===== config.mk =====
export PLATFORM = sky130hd
export DESIGN_NAME = htbd_min2
export DESIGN_NICKNAME = d
export VERILOG_FILES = /design/src/design/htbd_pkg.sv /design/src/design/htbd_min2.sv
export SDC_FILE = /design/constraint.sdc
export NUM_CORES = 1
export LEC_CHECK = 0
export BUFFER_PORTS_ARGS = -buffer_cell sky130_fd_sc_hd__buf_2
export CAP_MARGIN = 20
export CORE_ASPECT_RATIO = 2
export CORE_UTILIZATION = 53
export CTS_CLUSTER_DIAMETER = 40
export DETAILED_ROUTE_END_ITERATION = 10
export PLACE_DENSITY = 0.8
export SYNTH_ARGS = -nofsm -noshare
export SYNTH_HDL_FRONTEND = slang
export SYNTH_SLANG_ARGS = --single-unit
export TNS_END_PERCENT = 30

===== constraint.sdc =====
create_clock -name clk -period 4.6 [get_ports clk]
set_clock_uncertainty 0.1 [all_clocks]
set_input_delay 0.92 -clock clk [delete_from_list [all_inputs] [get_ports clk]]
set_output_delay 0.92 -clock clk [all_outputs]
set_load 0.1 [all_outputs]

===== src/design/htbd_pkg.sv =====
// ----------------------------------------------------------------------------
// Huffman tree build and decode package
// Sizes, codes, node record and control types shared by the design.
// ----------------------------------------------------------------------------
package htbd_pkg;

	localparam int SYMBOLS     = 256;
	localparam int SYM_BITS    = 8;
	localparam int COUNT_BITS  = 24;
	localparam int NODES       = 2 * SYMBOLS - 1;
	localparam int NODE_BITS   = $clog2(NODES);
	localparam int LEAF_BITS   = SYM_BITS + 1;
	localparam int WEIGHT_BITS = COUNT_BITS + SYM_BITS + 1;
	localparam int MAX_BITS    = 8;

	localparam logic [LEAF_BITS-1:0] SYM_END = LEAF_BITS'(SYMBOLS);

	localparam logic KIND_ACK = 1'b0;
	localparam logic KIND_SYM = 1'b1;

	typedef enum logic [1:0] {
		OP_CLEAR  = 2'd0,
		OP_LOAD   = 2'd1,
		OP_BUILD  = 2'd2,
		OP_DECODE = 2'd3
	} op_t;

	typedef enum logic [1:0] {
		ST_OK      = 2'd0,
		ST_FEW     = 2'd1,
		ST_NO_TREE = 2'd2
	} status_t;

	typedef enum logic [3:0] {
		S_IDLE,
		S_ACK,
		S_LSCAN,
		S_LCHK,
		S_MSCAN,
		S_RDA,
		S_WRA,
		S_RDB,
		S_WRB,
		S_WRI,
		S_DRD,
		S_DCHK,
		S_DSYM,
		S_DEND
	} state_t;

	typedef struct packed {
		logic [WEIGHT_BITS-1:0] weight;
		logic [NODE_BITS-1:0]   left;
		logic [NODE_BITS-1:0]   right;
		logic                   free;
		logic [SYM_BITS-1:0]    sym;
	} node_t;

	typedef struct packed {
		logic clr;
		logic en;
	} min_ctl_t;

	typedef struct packed {
		logic [NODE_BITS-1:0]   a;
		logic [NODE_BITS-1:0]   b;
		logic [WEIGHT_BITS-1:0] wa;
		logic [WEIGHT_BITS-1:0] wb;
	} min_res_t;

endpackage


===== src/design/htbd_min2.sv =====
// ----------------------------------------------------------------------------
// Two-smallest tracker
// Follows the two lightest free nodes seen during a scan; earlier index wins ties.
// ----------------------------------------------------------------------------
module htbd_min2 import htbd_pkg::*; (
	input  logic                   clk,
	input  logic                   arst_n,
	input  min_ctl_t               ctl,
	input  logic [NODE_BITS-1:0]   idx,
	input  logic [WEIGHT_BITS-1:0] weight,
	output min_res_t               res
);

	logic                   have1_q, have2_q;
	logic [NODE_BITS-1:0]   a_q, b_q;
	logic [WEIGHT_BITS-1:0] wa_q, wb_q;

	// flags
	always_ff @(posedge clk or negedge arst_n) begin
		if (!arst_n) begin
			have1_q <= 1'b0;
			have2_q <= 1'b0;
		end else if (ctl.clr) begin
			have1_q <= 1'b0;
			have2_q <= 1'b0;
		end else if (ctl.en) begin
			if (!have1_q || weight < wa_q) begin
				have2_q <= have1_q;
				have1_q <= 1'b1;
			end else if (!have2_q || weight < wb_q) begin
				have2_q <= 1'b1;
			end
		end
	end

	// candidate indexes and weights
	always_ff @(posedge clk) begin
		if (ctl.en && !ctl.clr) begin
			if (!have1_q || weight < wa_q) begin
				b_q  <= a_q;
				wb_q <= wa_q;
				a_q  <= idx;
				wa_q <= weight;
			end else if (!have2_q || weight < wb_q) begin
				b_q  <= idx;
				wb_q <= weight;
			end
		end
	end

	assign res = '{a: a_q, b: b_q, wa: wa_q, wb: wb_q};

endmodule


Word level (Yosys, flattened, before mapping)
Cells that the tools add are included.
{"block": "totals", "regBits": 86, "in_bits": 46, "out_inout_bits": 84, "word_cells": 33}
{"block": "op_classes", "order_cmp": 2, "n_mux": 11, "reduce_logical": 14}
{"operator": "< comparator 33 bit", "n": 2}
{"operator": "two-way mux 33 bit", "n": 2}
{"operator": "two-way mux 9 bit", "n": 2}
{"operator": "AND reduction 2 bit", "n": 4}
{"operator": "two-way mux 1 bit", "n": 7}
{"operator": "nonzero test 2 bit", "n": 3}
{"operator": "zero test 1 bit", "n": 3}
{"operator": "nonzero test 3 bit", "n": 1}
{"operator": "logical OR 1 bit", "n": 2}
{"operator": "logical AND 1 bit", "n": 1}

Logic depth before layout (Yosys ltp)
{"block": "depth", "ltp_word": 6, "mapped_depth": 9, "mapped_depth_nobuf": 8}

Worst setup path after synthesis
OpenSTA, ideal clock, no wires.
{"block": "synth_timing", "kind": "flip-flop to flip-flop", "startpoint": "register wb_q[14]", "endpoint": "register b_q[0] (enable)", "setup_time_ns": 0.453, "arrival_time_ns": 4.133, "required_time_ns": 4.047, "path_slack_ns": -0.086, "path_stages_with_launch": 9, "path_buffers": 0, "synth_period_minus_slack_ns": 4.686, "path_cell_list": "edfxtp_1 inv_1 ha_1 a21o_1 a21o_1 a21oi_1 o21ai_0 a32o_1 o2bb2ai_1"}
{"block": "synth_between", "elab_chain_len": 4}
{"element": "from (decl)", "line_no": "htbd_min2.sv:16", "rtl": "logic [WEIGHT_BITS-1:0] wa_q, wb_q;"}
{"element": "from (signal assigned)", "line_no": "htbd_min2.sv:41", "rtl": "wb_q <= wa_q;"}
{"element": "from (signal assigned)", "line_no": "htbd_min2.sv:46", "rtl": "wb_q <= weight;"}
{"element": "< comparator 33 bit", "line_no": "htbd_min2.sv:44", "rtl": "end else if (!have2_q || weight < wb_q) begin"}
{"element": "logical OR 1 bit", "line_no": "htbd_min2.sv:44"}
{"element": "nonzero test 2 bit (no line)"}
{"element": "AND reduction 2 bit (no line)"}
{"element": "to (signal assigned)", "line_no": "htbd_min2.sv:40", "rtl": "b_q <= a_q;"}
{"element": "to (signal assigned)", "line_no": "htbd_min2.sv:45", "rtl": "b_q <= idx;"}
{"element": "to (decl)", "line_no": "htbd_min2.sv:15", "rtl": "logic [NODE_BITS-1:0] a_q, b_q;"}
No other way between the ends.
A chain may end at the register's enable or synchronous reset.

Worst setup path in the final report
{"block": "layout_timing", "startpoint": "input port weight[16]", "endpoint": "register wb_q[17] (enable)"}
{"block": "layout_between", "elab_chain_len": 4, "word_cells_on_any_way": 6, "cone_classes": "order compare: 2; reduce/logical: 4"}
{"element": "from (decl)", "line_no": "htbd_min2.sv:10", "rtl": "input logic [WEIGHT_BITS-1:0] weight,"}
{"element": "< comparator 33 bit, on equally long branches", "line_no": "htbd_min2.sv:39, htbd_min2.sv:44"}
{"element": "logical OR 1 bit, on equally long branches", "line_no": "htbd_min2.sv:39, htbd_min2.sv:44"}
{"element": "nonzero test 2 bit (no line) *"}
{"element": "AND reduction 2 bit (no line) *"}
Every way passes the cells marked *; elsewhere a longest branch is shown, timed or not.

==> impl_metrics.yaml <==
outcome:
  run_status: "complete, but fails checks"
  failed_checks: "DRC"
worst_setup_path:
  cpPeakStageDelay_ps: 390
  rr_endpoint: "wb_q[17]"
  rr_worst_depth: 10
  path_max_fanout: 21
  critical_path.startpoint: "weight[16]"
  critPathArrivalTime_ps: 3260
  worst-r2r-setup-slack_ps: 1560
  cp-endpoint: "wb_q[17]"
  critPathLaunchType: "primary input"
  critPathRequiredTime_ps: 4540
  reg2reg_from: "wa_q[8]"
  criticalPathCategory: "primary input to flop"
  cp_cell_sequence: "buf_2, ha_1, nand4_2, nor2_1, a222oi_1, a21boi_2, o21ai_4, buf_4, o2bb2ai_4, buf_4"
  setup.worst_path.end_class: "flop"
  critPathSlowestCell: "sky130_fd_sc_hd__a222oi_1"
  crit_path_frequent_cell: "sky130_fd_sc_hd__buf_4"
yosys:
  yosys_warnings: 0
  yosysUniqueCellTypes: 36
  dominantRegCellSynth: "sky130_fd_sc_hd__edfxtp_1"
  post_synthesis_cells: 367
  synth_nets: 477
  ys_seq_area_share_pct: 51.7
  asyncSetResetFlopFracSynth_pct: 2.33
  avgSynthCellArea_um2: 13.5
  synth.ff_latch_count: 86
  synth-edff-count: 84
  netlist_area_mm2: 0.00497
floorplan:
  initial_utilization_pct: 54.8
  fp-row-count: 49
  die_area_mm2: 0.00979
  number_of_ports_placed_on_the_die_boundary: 130
  die_extent_in_x_um: 70.5
  dieHeight_um: 139
  coreArea_mm2: 0.00907
final_layout:
  num-fill-cells: 682
  ff_latch_area_mm2: 0.00257
  final_cell_mix: "sky130_fd_sc_hd__buf_2 (129), sky130_fd_sc_hd__edfxtp_1 (84), sky130_fd_sc_hd__inv_1 (68), sky130_fd_sc_hd__ha_1 (64), sky130_fd_sc_hd__mux2_4 (38)"
  n_diodes: 0
  layout-area-overhead-vs-synth_pct: 21.2
  layout-drive-gt1-share_pct: 39.5
  area_of_the_multi_input_gates_mm2: 0.00208
  finalNetCount: 619
  most_common_cell_after_layout_fill_and_taps_aside: "sky130_fd_sc_hd__buf_2"
grt:
  globalRoute.totalOverflow: 0
  grt_pass1_vias: 3548
  grt_pass1_wl_mm: 17.3
  grt_antenna_before_repair: 0
  largest_net_degree_at_the_start_of_global_routing: 32
  globalRouteTotalUtil_pct: 23.4
worst_hold_path:
  worst_hold_path_type: "primary input to asynchronous set/reset pin"
timing:
  final_min_period_over_clock_period_pct: 72.1
  period_minus_slack_ps: 3310
  report.final.setup_viol: 0
  max_clock_freq_ghz: 0.302
  timing_hold_violations_final: 0
  final_setup_tns_ps: 0
  grt_setup_unrepaired: "false"
  slew_headroom_pct: 54.5
  worstMarginPinSlew_ps: 682
  final_count_of_pins_violating_max_slew: 0
  postLayoutSetupSlackWorst_ps: 1290
pwr:
  leakagePower_nw: 2.97
  flop_pwr_share_pct: 41.5
  switching_share_pct: 36.6
  power_density_mw_per_mm2: 381
  intPower_mw: 1.45
  power_frac_comb_pct: 28.3
  clock_power_share_pct: 30.2
  switchingPower_uw: 840
  power.ir.vdd_worst_uv: 350
route:
  drc: 19
  detailed_router_iteration_count_before_antenna_repair: 8
  wire_per_inst_um: 17.8
  post_drt_via_cell_ratio: 5.47
  drt_iter0_markers: 116
  detail-route-antenna-nets: 0
  via_count: 3371
  post_detailed_routing_wire_length_mm: 10.9
placement:
  detailed_place_hpwl_mm: 8.52
  preCtsSetupSlack_ps: 898
  place.port_buffers: 129
  gpl.final_weighted_congestion: 0.809
clock_tree:
  postCtsHoldBufs: 0
  clkTransAtPathRegs_ps: 70
  cts.htree.levels: 3
  tritoncts: "yes"
  clock_latency_ps: 340
  cts.repair.resized: 0
  clock_sink_count: 86
  tritoncts.num_buffers: 9
  cts-root-buf: "sky130_fd_sc_hd__clkbuf_16"
  max-clock-path-buffers: 2
  cts_post_setup_buffers_inserted: 0
flow_run:
  cap_viol_max_count: 0
## routing by layer
metal	wire length, um	vias to the layer above	global-route usage (%)
li1	-	1637	-
met1	4020	1612	23.7
met2	6240	99	45.4
met3	405	23	4.43
met4	280	0	9.02
met5	0	-	0
## per-stage QoR
step	hold WS (ps)	cell area, um2	total power [mW]	util (%)	cells
after floorplan	395	4980	1.49	-	367
after global placement	437	5740	1.60	63.3	600
after detailed placement	460	5740	1.62	63.3	600
after CTS	245	6020	2.31	66.4	616
after global routing	246	6020	2.37	66.4	616
final	246	6020	2.29	66.4	616
## critical path, delay by kind of cell
family	cells	cell delay, ps
compound gates	4	1030
fa+ha+maj	1	340
buf+inv	3	720
simple gates	2	230
## area by class of cell
| class | instances | share of cell area (%) |
|---|---|---|
| Clock buffer | 9 | 3.74 |
| Clock inverter | 7 | 0.955 |
| Inverter | 68 | 4.24 |
| Multi-Input combinational cell | 209 | 34.6 |
| Sequential cell | 86 | 42.7 |
| Tap cell | 102 | 2.12 |
| Timing Repair Buffer | 135 | 11.7 |
## sequential cells by signal (all words and copies together), names as in the netlist
signal	count
a_q	9
wa_q	33
wb_q	33
have2_q	1
have1_q	1
b_q	9
## logic make-up after synthesis
| logic type | count (synthesis) | synth area share, % |
|---|---|---|
| multiplexers | 43 | 12.6 |
| flip-flops | 86 | 51.7 |
| AO/OA/AOI/OAI | 56 | 7.50 |
| AND/OR/NAND/NOR | 46 | 5.31 |
| adder cells (fa/ha/maj) | 64 | 16.1 |
| buffers and inverters | 72 | 6.75 |
## synthesized netlist by cell type, types with 2 or more instances
cell type                  number  area share [%]
sky130_fd_sc_hd__buf_12         4             1.6
sky130_fd_sc_hd__ha_1          64              16
sky130_fd_sc_hd__nand3_1        4            0.40
sky130_fd_sc_hd__o21ai_1        2            0.20
sky130_fd_sc_hd__nand4_2        2            0.50
sky130_fd_sc_hd__nand4_1        9             1.1
sky130_fd_sc_hd__and4_1         2            0.35
sky130_fd_sc_hd__edfxtp_1      84              51
sky130_fd_sc_hd__mux2_4        38              11
sky130_fd_sc_hd__a211oi_1       2            0.30
sky130_fd_sc_hd__a21oi_1       25             2.5
sky130_fd_sc_hd__nor4_2         2            0.50
sky130_fd_sc_hd__o21ai_0        7            0.70
sky130_fd_sc_hd__nor2_1         7            0.53
sky130_fd_sc_hd__nand2_1       12            0.91
sky130_fd_sc_hd__nor2b_1        4            0.50
sky130_fd_sc_hd__inv_1         68             5.1
sky130_fd_sc_hd__dfrtp_1        2             1.0
sky130_fd_sc_hd__o211ai_1       2            0.30
sky130_fd_sc_hd__a21o_1         8             1.2
sky130_fd_sc_hd__mux2_2         4            0.91
## power groups by stage
stage	registers [mW]	logic (mW)	clock network [mW]
floorplan	1.29	0.194	0
global placement	0.967	0.635	0
detailed placement	0.968	0.650	0
CTS	0.952	0.653	0.700
global route	0.957	0.684	0.727
finish	0.952	0.648	0.693
## worst min-delay path by stage
stage,from,end,slack (ps),depth (start not counted)
after floorplan,have2_q,have2_q,390,2
after global placement,have2_q,have2_q,440,2
after detailed placement,a_q[4],b_q[4],460,1
after CTS,arst_n,have1_q,240,1
after global routing,arst_n,have1_q,250,1
final,arst_n,have1_q,250,1
Power figures use the tool's default switching activity.
